<file path="src/longest_queue_first_matcher_defines.svh">
// ---------------------------------------------------------------------------
// Assertion macros for the longest queue first matcher.
// Checks that hold in the same cycle and checks that hold in the next cycle.
// ---------------------------------------------------------------------------
`ifndef LONGEST_QUEUE_FIRST_MATCHER_DEFINES_SVH
`define LONGEST_QUEUE_FIRST_MATCHER_DEFINES_SVH

// The consequent must hold in the same cycle as the antecedent.
`define LQFM_ASSERT_NOW(label, ante, cons) \
  label: assert property (@(posedge clk) disable iff (rst) (ante) |-> (cons)) \
    else $error("lqfm same-cycle check failed");

// The consequent must hold in the cycle after the antecedent.
`define LQFM_ASSERT_NEXT(label, ante, cons) \
  label: assert property (@(posedge clk) disable iff (rst) (ante) |=> (cons)) \
    else $error("lqfm next-cycle check failed");

`endif

</file>
<file path="src/lqfm_pkg.sv">
// ---------------------------------------------------------------------------
// lqfm_pkg
// Shared constants, controller states and the command and status words
// that join the controller and the datapath of the matcher.
// ---------------------------------------------------------------------------
`timescale 1ns / 1ps
`default_nettype none

package lqfm_pkg;

  localparam int N_PORTS_DEF    = 8;
  localparam int QUEUE_BITS_DEF = 16;

  localparam logic [15:0] LFSR_SEED = 16'd44257;
  localparam logic [15:0] LFSR_TAPS = 16'hB400;

  // Configuration register indexes.
  localparam logic [1:0] CFG_NUM_ITERATIONS = 2'd0;
  localparam logic [1:0] CFG_INPUTS_IN_USE  = 2'd1;
  localparam logic [1:0] CFG_OUTPUTS_IN_USE = 2'd2;

  typedef enum logic [3:0] {
    S_IDLE,
    S_START,
    S_ROUND,
    S_OUTER,
    S_READ,
    S_CMP,
    S_PICK,
    S_DIV,
    S_FIND,
    S_EMIT
  } state_t;

  // Commands from the controller to the datapath.
  typedef struct packed {
    logic load;
    logic start;
    logic round;
    logic next_phase;
    logic outer_skip;
    logic outer_begin;
    logic rd;
    logic cmp;
    logic pick;
    logic div;
    logic find;
    logic commit;
    logic iter_next;
    logic emit_init;
    logic emit_next;
    logic clear_store;
    logic emit_valid;
    logic busy;
  } cmd_t;

  // Status from the datapath to the controller.
  typedef struct packed {
    logic iter_zero;
    logic iter_last;
    logic accept_phase;
    logic outer_end;
    logic outer_busy;
    logic scan_last;
    logic best_zero;
    logic cnt_multi;
    logic div_last;
    logic find_hit;
    logic emit_last;
  } status_t;

endpackage

`default_nettype wire

</file>
<file path="src/lqfm_ctrl.sv">
// ---------------------------------------------------------------------------
// lqfm_ctrl
// Sequencer of the matcher: loading, grant and accept scans, tie breaking
// and result delivery.
// ---------------------------------------------------------------------------
`timescale 1ns / 1ps
`default_nettype none

module lqfm_ctrl
  import lqfm_pkg::*;
(
  input  wire logic    clk,
  input  wire logic    rst,
  input  wire logic    in_valid,
  input  wire logic    last_entry,
  input  wire logic    out_stall,
  input  wire status_t status,
  output cmd_t         cmd
);

  state_t state;
  state_t state_next;

  // State register.
  always_ff @(posedge clk) begin
    if (rst) begin
      state <= S_IDLE;
    end else begin
      state <= state_next;
    end
  end

  // Next state.
  always_comb begin
    state_next = state;
    case (state)
      S_IDLE: begin
        if (in_valid && last_entry) state_next = S_START;
      end
      S_START: begin
        state_next = status.iter_zero ? S_EMIT : S_ROUND;
      end
      S_ROUND: begin
        state_next = S_OUTER;
      end
      S_OUTER: begin
        if (status.outer_end) begin
          if (!status.accept_phase) state_next = S_OUTER;
          else if (status.iter_last) state_next = S_EMIT;
          else state_next = S_ROUND;
        end else if (!status.outer_busy) begin
          state_next = S_READ;
        end
      end
      S_READ: begin
        state_next = S_CMP;
      end
      S_CMP: begin
        if (status.scan_last) state_next = S_PICK;
        else state_next = S_READ;
      end
      S_PICK: begin
        if (status.best_zero) state_next = S_OUTER;
        else if (status.cnt_multi) state_next = S_DIV;
        else state_next = S_FIND;
      end
      S_DIV: begin
        if (status.div_last) state_next = S_FIND;
      end
      S_FIND: begin
        if (status.find_hit) state_next = S_OUTER;
      end
      S_EMIT: begin
        if (!out_stall && status.emit_last) state_next = S_IDLE;
      end
      default: begin
        state_next = S_IDLE;
      end
    endcase
  end

  // Command outputs.
  always_comb begin
    cmd = '0;
    case (state)
      S_IDLE: begin
        cmd.load = in_valid;
      end
      S_START: begin
        cmd.busy      = 1'b1;
        cmd.start     = 1'b1;
        cmd.emit_init = status.iter_zero;
      end
      S_ROUND: begin
        cmd.busy  = 1'b1;
        cmd.round = 1'b1;
      end
      S_OUTER: begin
        cmd.busy = 1'b1;
        if (status.outer_end) begin
          if (!status.accept_phase) cmd.next_phase = 1'b1;
          else if (status.iter_last) cmd.emit_init = 1'b1;
          else cmd.iter_next = 1'b1;
        end else if (status.outer_busy) begin
          cmd.outer_skip = 1'b1;
        end else begin
          cmd.outer_begin = 1'b1;
        end
      end
      S_READ: begin
        cmd.busy = 1'b1;
        cmd.rd   = 1'b1;
      end
      S_CMP: begin
        cmd.busy = 1'b1;
        cmd.cmp  = 1'b1;
      end
      S_PICK: begin
        cmd.busy = 1'b1;
        if (status.best_zero) cmd.outer_skip = 1'b1;
        else cmd.pick = 1'b1;
      end
      S_DIV: begin
        cmd.busy = 1'b1;
        cmd.div  = 1'b1;
      end
      S_FIND: begin
        cmd.busy   = 1'b1;
        cmd.find   = 1'b1;
        cmd.commit = status.find_hit;
      end
      S_EMIT: begin
        cmd.busy        = 1'b1;
        cmd.emit_valid  = 1'b1;
        cmd.emit_next   = !out_stall;
        cmd.clear_store = !out_stall && status.emit_last;
      end
      default: begin
        cmd.busy = 1'b1;
      end
    endcase
  end

endmodule

`default_nettype wire

</file>
<file path="src/lqfm_datapath.sv">
// ---------------------------------------------------------------------------
// lqfm_datapath
// Occupancy store, match state, scan counters, candidate tracking,
// tie-break LFSR with a bit-serial remainder unit, and result fields.
// ---------------------------------------------------------------------------
`timescale 1ns / 1ps
`default_nettype none

module lqfm_datapath
  import lqfm_pkg::*;
#(
  parameter int N_PORTS    = N_PORTS_DEF,
  parameter int QUEUE_BITS = QUEUE_BITS_DEF
) (
  input  wire logic        clk,
  input  wire logic        rst,
  input  wire cmd_t        cmd,
  output status_t          status,
  input  wire logic        cfg_we,
  input  wire logic [1:0]  cfg_index,
  input  wire logic [4:0]  cfg_data,
  input  wire logic [2:0]  src_port,
  input  wire logic [2:0]  dst_port,
  input  wire logic [15:0] occupancy,
  output logic [2:0]       out_port,
  output logic [2:0]       granted_in,
  output logic             has_match,
  output logic             end_of_schedule
);

  localparam int DEPTH = N_PORTS * N_PORTS;
  localparam int AW    = $clog2(DEPTH);
  localparam int PW    = $clog2(N_PORTS);
  localparam int CW    = $clog2(N_PORTS + 1);
  localparam int QW    = QUEUE_BITS;

  // Configuration registers.
  logic [4:0] num_iterations;
  logic [3:0] inputs_in_use;
  logic [3:0] outputs_in_use;

  always_ff @(posedge clk) begin
    if (rst) begin
      num_iterations <= 5'd1;
      inputs_in_use  <= 4'd8;
      outputs_in_use <= 4'd8;
    end else if (cfg_we) begin
      case (cfg_index)
        CFG_NUM_ITERATIONS: num_iterations <= cfg_data;
        CFG_INPUTS_IN_USE:  inputs_in_use  <= cfg_data[3:0];
        CFG_OUTPUTS_IN_USE: outputs_in_use <= cfg_data[3:0];
        default: ;
      endcase
    end
  end

  // Port counts saturated to one through N_PORTS.
  logic [CW-1:0] ni;
  logic [CW-1:0] no;

  always_comb begin
    if (inputs_in_use == 4'd0) ni = CW'(1);
    else if (32'(inputs_in_use) > N_PORTS) ni = CW'(N_PORTS);
    else ni = CW'(inputs_in_use);
    if (outputs_in_use == 4'd0) no = CW'(1);
    else if (32'(outputs_in_use) > N_PORTS) no = CW'(N_PORTS);
    else no = CW'(outputs_in_use);
  end

  // Scan and schedule registers.
  logic          accept_phase;
  logic [CW-1:0] outer;
  logic [CW-1:0] scan;
  logic [4:0]    iter;
  logic [QW-1:0] best;
  logic [CW-1:0] cnt;
  logic [N_PORTS-1:0] mask;
  logic [15:0]   lfsr;
  logic [CW-1:0] rem;
  logic [3:0]    dstep;
  logic [PW-1:0] find;
  logic [CW-1:0] emit_idx;

  // Match state: one valid bit and one port per entry.
  logic [N_PORTS-1:0] in_matched;
  logic [N_PORTS-1:0] out_matched;
  logic [PW-1:0]      out_match_to [N_PORTS];
  logic [N_PORTS-1:0] grant_ok;
  logic [PW-1:0]      grant_to [N_PORTS];

  // Occupancy store with a presence bit per entry; absent entries read zero.
  logic [QW-1:0]    store [DEPTH];
  logic [DEPTH-1:0] present;
  logic [QW-1:0]    rd_data;
  logic             rd_hit;
  logic             wr_ok;
  logic [AW-1:0]    waddr;
  logic [AW-1:0]    raddr;
  logic [CW-1:0]    row;
  logic [CW-1:0]    col;

  assign wr_ok = (32'(src_port) < N_PORTS) && (32'(dst_port) < N_PORTS);
  assign waddr = AW'(AW'(src_port) * AW'(N_PORTS) + AW'(dst_port));
  assign row   = accept_phase ? outer : scan;
  assign col   = accept_phase ? scan : outer;
  assign raddr = AW'(AW'(row) * AW'(N_PORTS) + AW'(col));

  always_ff @(posedge clk) begin
    if (cmd.load && wr_ok) store[waddr] <= QW'(occupancy);
    if (cmd.rd) begin
      rd_data <= store[raddr];
      rd_hit  <= present[raddr];
    end
  end

  always_ff @(posedge clk) begin
    if (rst || cmd.clear_store) begin
      present <= '0;
    end else if (cmd.load && wr_ok) begin
      present[waddr] <= 1'b1;
    end
  end

  // Candidate test for the element under the scan.
  logic [QW-1:0] q;
  logic          cand_en;
  logic [15:0]   lfsr_step;
  logic [CW:0]   div_trial;

  assign q = rd_hit ? rd_data : '0;
  assign cand_en = accept_phase
                 ? (grant_ok[scan[PW-1:0]] && (grant_to[scan[PW-1:0]] == outer[PW-1:0]))
                 : !in_matched[scan[PW-1:0]];
  assign lfsr_step = (lfsr >> 1) ^ (lfsr[0] ? LFSR_TAPS : 16'h0000);
  assign div_trial = {rem, lfsr[4'd15 - dstep]};

  // Control registers of the scan and the tie break.
  always_ff @(posedge clk) begin
    if (rst) begin
      accept_phase <= 1'b0;
      outer        <= '0;
      scan         <= '0;
      iter         <= '0;
      lfsr         <= LFSR_SEED;
      in_matched   <= '0;
      out_matched  <= '0;
      grant_ok     <= '0;
      emit_idx     <= '0;
    end else begin
      if (cmd.start) begin
        iter        <= '0;
        in_matched  <= '0;
        out_matched <= '0;
        grant_ok    <= '0;
      end
      if (cmd.round) begin
        grant_ok     <= '0;
        outer        <= '0;
        accept_phase <= 1'b0;
      end
      if (cmd.next_phase) begin
        outer        <= '0;
        accept_phase <= 1'b1;
      end
      if (cmd.outer_skip) outer <= outer + CW'(1);
      if (cmd.outer_begin) scan <= '0;
      if (cmd.cmp) scan <= scan + CW'(1);
      if (cmd.pick && cnt > CW'(1)) lfsr <= lfsr_step;
      if (cmd.commit) begin
        outer <= outer + CW'(1);
        if (accept_phase) begin
          in_matched[outer[PW-1:0]] <= 1'b1;
          out_matched[find]         <= 1'b1;
        end else begin
          grant_ok[outer[PW-1:0]] <= 1'b1;
        end
      end
      if (cmd.iter_next) iter <= iter + 5'd1;
      if (cmd.emit_init) emit_idx <= '0;
      else if (cmd.emit_valid && cmd.emit_next) emit_idx <= emit_idx + CW'(1);
    end
  end

  // Candidate tracking, remainder unit and match ports.
  always_ff @(posedge clk) begin
    if (cmd.outer_begin) begin
      best <= '0;
      cnt  <= '0;
      mask <= '0;
    end
    if (cmd.cmp && cand_en) begin
      if (q > best) begin
        best <= q;
        cnt  <= CW'(1);
        mask <= N_PORTS'(1) << scan[PW-1:0];
      end else if (q == best && best != '0) begin
        cnt <= cnt + CW'(1);
        mask[scan[PW-1:0]] <= 1'b1;
      end
    end
    if (cmd.pick) begin
      rem   <= '0;
      dstep <= '0;
      find  <= '0;
    end
    if (cmd.div) begin
      dstep <= dstep + 4'd1;
      if (div_trial >= {1'b0, cnt}) rem <= CW'(div_trial - {1'b0, cnt});
      else rem <= CW'(div_trial);
    end
    if (cmd.find && !cmd.commit) begin
      find <= find + PW'(1);
      if (mask[find]) rem <= rem - CW'(1);
    end
    if (cmd.commit) begin
      if (accept_phase) out_match_to[find] <= outer[PW-1:0];
      else grant_to[outer[PW-1:0]] <= find;
    end
  end

  // Status back to the controller.
  always_comb begin
    status.iter_zero    = (num_iterations == 5'd0);
    status.iter_last    = (iter == num_iterations - 5'd1);
    status.accept_phase = accept_phase;
    status.outer_end    = accept_phase ? (outer >= ni) : (outer >= no);
    status.outer_busy   = accept_phase ? in_matched[outer[PW-1:0]]
                                       : out_matched[outer[PW-1:0]];
    status.scan_last    = accept_phase ? (scan == no - CW'(1)) : (scan == ni - CW'(1));
    status.best_zero    = (best == '0);
    status.cnt_multi    = (cnt > CW'(1));
    status.div_last     = (dstep == 4'd15);
    status.find_hit     = mask[find] && (rem == '0);
    status.emit_last    = (emit_idx == no - CW'(1));
  end

  // Result fields for the output under delivery.
  assign out_port        = 3'(emit_idx);
  assign has_match       = out_matched[emit_idx[PW-1:0]];
  assign granted_in      = has_match ? 3'(out_match_to[emit_idx[PW-1:0]]) : 3'd0;
  assign end_of_schedule = status.emit_last;

endmodule

`default_nettype wire

</file>
<file path="src/longest_queue_first_matcher.sv">
// ---------------------------------------------------------------------------
// longest_queue_first_matcher
// Iterative longest-queue-first crossbar matcher: a sequencer and a datapath.
// ---------------------------------------------------------------------------
// Usage: the input channel (in_valid, in_stall) loads one queue occupancy
// word per cycle into the store while in_stall is low. A word with
// last_entry set starts a schedule; in_stall stays high until the schedule
// has been delivered. A schedule takes a start step, then per iteration a
// setup step and a grant and an accept phase that scan the store through
// its single read port, each element read and then compared. Per port a
// phase spends an outer step, the scan and a pick step, plus a search
// when the port has a candidate. Every tie adds a bit-serial remainder.
// The result channel (out_valid, out_stall) then delivers one word per
// active output in port order, one per cycle; a stall holds the current
// word. After the last word the store is cleared at once and loading
// resumes; the match state is cleared when the next schedule starts.
// Reset empties the store, clears all matches, reseeds the tie LFSR and
// loads the default configuration. The configuration port must be written
// only while the block is idle; the block itself does not enforce this.
// ---------------------------------------------------------------------------
`timescale 1ns / 1ps
`default_nettype none

`include "longest_queue_first_matcher_defines.svh"

module longest_queue_first_matcher
  import lqfm_pkg::*;
#(
  parameter int N_PORTS    = N_PORTS_DEF,
  parameter int QUEUE_BITS = QUEUE_BITS_DEF
) (
  input  wire logic        clk,
  input  wire logic        rst,
  input  wire logic        cfg_we,
  input  wire logic [1:0]  cfg_index,
  input  wire logic [4:0]  cfg_data,
  input  wire logic        in_valid,
  output logic             in_stall,
  input  wire logic [2:0]  src_port,
  input  wire logic [2:0]  dst_port,
  input  wire logic [15:0] occupancy,
  input  wire logic        last_entry,
  output logic             out_valid,
  input  wire logic        out_stall,
  output logic [2:0]       out_port,
  output logic [2:0]       granted_in,
  output logic             has_match,
  output logic             end_of_schedule
);

  cmd_t    cmd;
  status_t status;

  lqfm_ctrl u_ctrl (
    .clk        (clk),
    .rst        (rst),
    .in_valid   (in_valid),
    .last_entry (last_entry),
    .out_stall  (out_stall),
    .status     (status),
    .cmd        (cmd)
  );

  lqfm_datapath #(
    .N_PORTS    (N_PORTS),
    .QUEUE_BITS (QUEUE_BITS)
  ) u_datapath (
    .clk             (clk),
    .rst             (rst),
    .cmd             (cmd),
    .status          (status),
    .cfg_we          (cfg_we),
    .cfg_index       (cfg_index),
    .cfg_data        (cfg_data),
    .src_port        (src_port),
    .dst_port        (dst_port),
    .occupancy       (occupancy),
    .out_port        (out_port),
    .granted_in      (granted_in),
    .has_match       (has_match),
    .end_of_schedule (end_of_schedule)
  );

  assign in_stall  = cmd.busy;
  assign out_valid = cmd.emit_valid;

  // Loading and delivery never overlap.
  `LQFM_ASSERT_NOW(a_no_overlap, out_valid, in_stall)
  // A last word starts a schedule that blocks further loading.
  `LQFM_ASSERT_NEXT(a_last_blocks, in_valid && !in_stall && last_entry, in_stall)
  // Delivery of the final word returns the block to loading.
  `LQFM_ASSERT_NEXT(a_end_idle, out_valid && !out_stall && end_of_schedule,
                    !out_valid && !in_stall)

endmodule

`default_nettype wire
</file>
<file path="config.mk">
export PLATFORM = sky130hd
export DESIGN_NAME = longest_queue_first_matcher
export DESIGN_NICKNAME = d
export VERILOG_FILES = /design/src/lqfm_pkg.sv /design/src/lqfm_ctrl.sv /design/src/lqfm_datapath.sv /design/src/longest_queue_first_matcher.sv
export VERILOG_INCLUDE_DIRS = /design/src /design/src/src
export SDC_FILE = /design/constraint.sdc
export NUM_CORES = 2
export LEC_CHECK = 0
export ABC_AREA = 1
export BUFFER_PORTS_ARGS = -buffer_cell sky130_fd_sc_hd__buf_2
export CELL_PAD_IN_SITES_DETAIL_PLACEMENT = 1
export CELL_PAD_IN_SITES_GLOBAL_PLACEMENT = 2
export CORE_MARGIN = 5
export CORE_UTILIZATION = 39
export DETAILED_ROUTE_END_ITERATION = 8
export PLACE_DENSITY_LB_ADDON = 0.1
export SYNTH_ARGS = -nofsm -noshare
export SYNTH_HDL_FRONTEND = slang
export SYNTH_SLANG_ARGS = --single-unit
</file>
<file path="constraint.sdc">
create_clock -name clk -period 2.4 [get_ports clk]
set_input_delay 0.36 -clock clk [delete_from_list [all_inputs] [get_ports clk]]
set_output_delay 0.36 -clock clk [all_outputs]
set_load 0.1 [all_outputs]
</file>
; Word-level counts from Yosys, hierarchy flattened
; Memories as Yosys holds them, arrays and structs flattened. A register that Yosys moved wholly into a read port is not among the register bits.
; Cells that the tools add are included.
[op_classes]
n_shift = 1
eq_ne = 23
add_sub_neg = 15
order_cmp = 18
n_reduce_logical = 36
muxes = 130
bitwise = 6
[op_table]
columns = op, count
row1 = 8-bit 2-to-1 mux, 17
row2 = 4-bit 2-to-1 mux, 33
row3 = 16-bit 2-to-1 mux, 5
row4 = 64-bit OR, 1
row5 = 1-bit 2-to-1 mux, 44
row6 = 4-bit case mux with 10 select lines, 1
row7 = 8-bit OR, 4
row8 = 3-bit 2-to-1 mux, 9
row9 = "4-bit by 1-bit adder with 4-bit output, second input constant", 5
row10 = 1-bit binary-select mux with 3-bit select, 6
row11 = 16-bit == test, 1
row12 = "4-bit by 3-bit == test with 1-bit output, second input constant", 4
row13 = 16-bit greater-than comparator, 1
row14 = 16-bit zero test, 1
row15 = 4-bit zero test, 4
row16 = "3-bit by 4-bit less-than comparator with 1-bit output, second input constant", 4
row17 = 16-bit nonzero test, 1
row18 = 15-bit by 16-bit XOR with 16-bit output, 1
row19 = "6-bit by 7-bit less-than comparator with 1-bit output, second input constant", 2
row20 = 1-bit logical AND, 13
row21 = 4-bit == test, 3
row22 = "4-bit == test, second input constant", 3
row23 = "4-bit by 1-bit subtractor with 4-bit output, second input constant", 3
row24 = 2-bit 2-to-1 mux, 5
row25 = 39 further kinds, 58
[word_totals]
wordCells = 253
register_bits = 179
output_inout_bits = 10
mem_bits_rw = 1072
inputBits = 35
memories = 3
[mem_list]
columns = name, words, word_bits, read_ports, rd_ports_with_merged_regs, wr, line_no
row1 = u_datapath.store, 64, 16, 1, 1, 1, lqfm_datapath.sv:92  ; logic [QW-1:0] store [DEPTH];
row2 = u_datapath.grant_to, 8, 3, 1, 1, 1, lqfm_datapath.sv:89  ; logic [PW-1:0] grant_to [N_PORTS];
row3 = u_datapath.out_match_to, 8, 3, 1, 1, 1, lqfm_datapath.sv:87  ; logic [PW-1:0] out_match_to [N_PORTS];

; Depth between registers and ports, before layout
[depth]
depth_word = 12
mapped_depth = 21
mapped_depth_nobuf = 20

; By module
; Synthesis repeated with hierarchy kept, for this count alone.
[hier_totals]
cells_unflattened = 5258
hier_area_um2 = 55037.8
[by_module_without_submodules]
columns = mod, n_inst, area_each_um2, cells_each
row1 = lqfm_datapath, 1, 54506.0, 5155
row2 = lqfm_ctrl, 1, 531.8, 103

; Worst setup path before layout
; OpenSTA, ideal clock, no wires.
[synth_path]
path_kind = flip-flop to output port
from = register u_datapath.emit_idx[0]
to = output port granted_in[0]
path_stages_with_launch = 9
arrival_time_ns = 3.254
setup_slack_ns = -1.214
cell_sequence = dfxtp_1 -> inv_1 -> a21oi_1 -> o21ai_0 -> o21ai_0 -> nor2_1 -> a31oi_1 -> nand2_1 -> inv_1
[synth_between]
elab_chain_len = 3
[synth_rtl]
columns = item, line_no
row1 = start: declaration, lqfm_datapath.sv:82  ; logic [CW-1:0] emit_idx;
row2 = start signal: assignment, lqfm_datapath.sv:180  ; else if (cmd.emit_valid && cmd.emit_next) emit_idx <= emit_idx + CW'(1);
row3 = 1-bit binary-select mux with 3-bit select, lqfm_datapath.sv:239  ; assign has_match = out_matched[emit_idx[PW-1:0]];
row4 = 1-bit 2-to-1 mux (not written as such), lqfm_datapath.sv:239
row5 = named net has_match, longest_queue_first_matcher.sv:47  ; output logic has_match,
row6 = 3-bit 2-to-1 mux, lqfm_datapath.sv:240  ; assign granted_in = has_match ? 3'(out_match_to[emit_idx[PW-1:0]]) : 3'd0;
row7 = end: declaration, longest_queue_first_matcher.sv:46  ; output logic [2:0] granted_in,
; The timed path passes the listed nets, and every way through them passes these cells. The select of a mux whose other input is x is not followed.

; Worst setup path in the final report
[layout_path]
from = register u_datapath.outputs_in_use[1]
to = output port end_of_schedule
[layout_between]
elab_chain_len = 5
elab_cells_between_ends = 6
cone_classes = add/sub: 1 / order compare: 1 / eq/ne: 1 / mux: 2 / reduce/logical: 1
[layout_rtl]
columns = item, line_no
row1 = start: declaration, lqfm_datapath.sv:40  ; logic [3:0] outputs_in_use;
row2 = start signal: assignment, lqfm_datapath.sv:51  ; CFG_OUTPUTS_IN_USE: outputs_in_use <= cfg_data[3:0];
row3 = 4-bit greater-than comparator, lqfm_datapath.sv:66  ; else if (32'(outputs_in_use) > N_PORTS) no = CW'(N_PORTS);
row4 = 4-bit 2-to-1 mux, lqfm_datapath.sv:66
row5 = 4-bit 2-to-1 mux *, lqfm_datapath.sv:65  ; if (outputs_in_use == 4'd0) no = CW'(1);
row6 = 4-bit by 1-bit subtractor with 4-bit output *, lqfm_datapath.sv:234  ; status.emit_last = (emit_idx == no - CW'(1));
row7 = 4-bit == test *, lqfm_datapath.sv:234
row8 = end: declaration, longest_queue_first_matcher.sv:48  ; output logic end_of_schedule
; Every way passes the cells marked *; elsewhere a longest branch is shown, timed or not.

==> results.yml <==
floorplan:
  rows: 136
  dieWidth_um: 381.9
  start_util_pct: 39.24
  io-pin-count: 45
  dieArea_um2: 145900
  core_area_um2: 137500
  fp.dieH_um: 381.9
global_route:
  grt_use_total_pct: 25.30
  grt-ovfl-total: 0
  antenna_found_initial: 2
  grt_pass1_wl_um: 275900
  grt_max_degree: 65
  first_global_vias: 40980
place:
  io_buffer_count: 44
  place_ws_ps: -631.3
  gp_congestion: 0.8181
  dp_hpwl_um: 115700
synthesis:
  ys_ff_latch: 1273
  ys_seq_area_share_pct: 67.57
  syn_area_um2: 53950
  syn-num-nets: 4960
  synth_cells: 4874
  ys.warnings.count: 0
  ys_types: 38
  syn_avg_cell_area_um2: 11.07
route:
  drc: 0
  ant_nets: 0
  drtIter0Drc: 3195
  routed_via_density: 5.478
  wl_per_cell_um: 25.97
  drtPass1Iterations: 5
  drt-total-wl_um: 191300
  via_count: 40350
outcome:
  outcome: "complete, but fails checks"
  violations: "negative setup slack"
setup_path:
  required_ps: 2040
  r2r_end: "u_datapath.present[20]"
  cp-start-kind: "flop"
  reg2reg_from: "u_datapath.outputs_in_use[1]"
  cp_data_arrival_time_ps: 2290
  crit_type: "reg -> out"
  cp.buffers_inverters: 1
  worstSetupEndpointType: "output pin"
  worst_path_max_delay_cell: "dfxtp_2"
  r2r_cells: 17
  cp_max_fo: 2
  cpPeakStageDelay_ps: 320
  crit_family: "simple AND/OR/NAND/NOR gates"
  r2r_slack_ps: -240
  path_cells: "o21ai_2 > nand2_2 > ha_4 > xnor2_1 > nor2_1 > nand2_1 > nor2_2 > and2_4 > buf_12"
sta:
  finalWorstSetupSlack_ps: -253.1
  finalSetupViolCount: 90
  fin_skew_ps: 34.54
  max_freq_ghz: 0.3769
  tns_ps: -14510
  period_share_pct: 110.5
  relSlewSlack_pct: 54.48
  min_period_ps: 2653
  hold_slack_ps: 78.43
  rsz0062_at_grt: "yes"
  tightest_slew_ps: 682.7
  slew_viol_final: 0
  hold_viol_final: 0
run:
  cap_viol_max_count: 0
min_path:
  min_from: "occupancy[8]"
  hold_class: "in -> reg"
  hold_path_depth: 1
  min_to: "u_datapath.store[45][8]"
clock_network:
  cts_tree: "done"
  clk_pin_slew_ps: 60
  cts_sinks: 1273
  cts_buffers: 145
  clkLatencyLatePin_ps: 790
  clock_path_buffers: 3
  cts_htree_levels: 4
  clockRootBuffer: "clkbuf_16"
power_and_ir_drop:
  p_sw_mw: 11.32
  peakVddDrop_uv: 647.4
  p_sw_share_pct: 22.76
  power_leakage_nw: 25.65
  power_frac_comb_pct: 6.2
  powerDensity_nw_per_um2: 705.8
  intPower_mw: 38.43
  pwr-share-seq_pct: 49.1
  power_frac_clock_pct: 44.6
cells_and_area:
  post-route-util_pct: 51.28
  drive_above_1_share_pct: 23.19
  final_nets: 5530
  syn_to_final_growth_pct: 30.69
  fill_cells: 14160
## cell type report
| cell class | count | area (um^2) | share of cell area (%) |
|---|---|---|---|
| flip-flops and latches | 1273 | 36480 | 51.74 |
| multi-input cells | 2866 | 16260 | 23.06 |
| repair buffers | 715 | 9012 | 12.78 |
| clock buffers | 205 | 4121 | 5.846 |
| well taps | 1794 | 2245 | 3.184 |
| inverters | 442 | 1718 | 2.437 |
| clock inverters | 66 | 631.9 | 0.8962 |
| repair inverters | 1 | 30.03 | 0.04259 |
| diodes | 3 | 7.507 | 0.01065 |
## worst max-delay path by stage
stage                                       from                      end  slack, ps  cells after the start
floorplan                        u_ctrl.state[0]  u_datapath.store[14][0]       -370                      7
global placement         u_datapath.accept_phase    u_datapath.rd_data[3]       -580                     12
detailed placement       u_datapath.accept_phase    u_datapath.rd_data[3]       -630                     12
CTS                 u_datapath.outputs_in_use[2]          end_of_schedule       -290                      9
global route        u_datapath.outputs_in_use[1]   u_datapath.present[23]       -350                     17
finish              u_datapath.outputs_in_use[1]          end_of_schedule       -250                      9
## state kept, by name, summed over array words and instances (netlist names), 5 cells and up, named ones only
name / flops
u_datapath.store: 1024
u_datapath.present: 64
u_datapath.grant_to: 24
u_datapath.out_match_to: 24
u_datapath.best: 16
u_datapath.lfsr: 16
u_datapath.rd_data: 16
u_datapath.grant_ok: 8
u_datapath.in_matched: 8
u_datapath.mask: 8
u_datapath.out_matched: 8
u_datapath.iter: 5
u_datapath.num_iterations: 5
## power groups by stage
stage | Clock [mW] | Combinational (mW) | Sequential (mW)
3_5_place_dp | 0 | 2.57 | 24.9
4_1_cts | 22.6 | 2.64 | 24.4
5_1_grt | 23.6 | 3.42 | 24.5
2_1_floorplan | 0 | 1.37 | 24.9
3_3_place_gp | 0 | 2.50 | 24.9
6_report | 22.2 | 3.10 | 24.4
## per-layer routing
metal,wire [um],vias to the layer above,track usage [%]
met5,25,-,0
met4,4827,4,6.703
met3,8521,251,3.051
met2,93300,948,42.73
met1,84580,20700,34.76
li1,-,18440,-
## cell usage in the layout (no fill, tap or decap), types with 23 or more instances in the layout
cell and n:
buf_16 26, o21ai_2 29, ha_1 37, o21ai_0 343
nand3_4 26, edfxtp_1 1096, nand3_2 120, buf_4 347
nand2_1 578, dfxtp_1 167, inv_1 407, nand2_2 23
buf_6 61, nor2_2 73, clkinv_1 25, clkbuf_16 173
o211ai_1 454, buf_12 169, nand3_1 239, clkinv_2 23
nor3_1 25, buf_8 27, nor2_1 618, clkbuf_1 40
o21ai_1 102, buf_2 38, a21oi_1 82
## kinds of logic after synthesis
logic type,synth area share [%]
AND/OR/NAND/NOR,13.32
XOR/XNOR,0.3711
flip-flops,67.57
buffers and inverters,5.664
adder cells (fa/ha/maj),1.197
AO/OA/AOI/OAI,11.87
## Yosys cell counts
cell / instances / area, um^2
clkbuf_1: 108 / 405.4
nand3_1: 385 / 1927
a31oi_1: 2 / 12.51
o311ai_0: 2 / 17.52
xnor2_1: 10 / 87.58
o21a_1: 1 / 7.510
a21oi_1: 87 / 435.4
o32ai_1: 6 / 52.55
edfxtp_1: 1096 / 32910
xnor2_2: 1 / 16.27
nor3b_1: 1 / 7.510
nor4_1: 1 / 6.260
o22ai_1: 2 / 12.51
dfxtp_1: 177 / 3543
nor3_1: 27 / 135.1
o21ai_1: 52 / 260.3
nand2_1: 617 / 2316
o21ai_0: 422 / 2112
nor2_1: 701 / 2631
buf_6: 5 / 56.30
buf_1: 9 / 33.78
nand4_1: 18 / 112.6
a21boi_4: 1 / 18.77
clkinv_1: 3 / 11.26
ha_1: 50 / 625.6
fa_1: 1 / 20.02
nor2_2: 2 / 12.51
nand3b_1: 2 / 15.01
inv_2: 12 / 45.04
o211ai_1: 454 / 3408
o21ai_4: 3 / 48.80
o21ai_2: 2 / 17.52
or2_2: 1 / 6.260
buf_4: 16 / 120.1
xor2_1: 11 / 96.34
and2_1: 3 / 18.77
buf_2: 156 / 780.8
inv_1: 427 / 1603
## through the flow
stage	cell area, um^2	power [mW]	cells
floorplan	54180	26.24	4874
global placement	61180	27.39	6926
detailed placement	61180	27.47	6926
CTS	68580	49.72	7302
global route	70500	51.52	7362
finish	70500	49.76	7365
## timing repair
item | 4_1_cts | 5_1_grt
hold buffers | 15 | 0
endpoints found under the hold margin | 16 | 0
setup endpoints to repair | 117 | 428
buffers inserted | 74 | 41
cloned | 24 | 28
pin swaps | 112 | 162
gates resized for setup | 309 | 309
(Power assumes the default switching activity.)
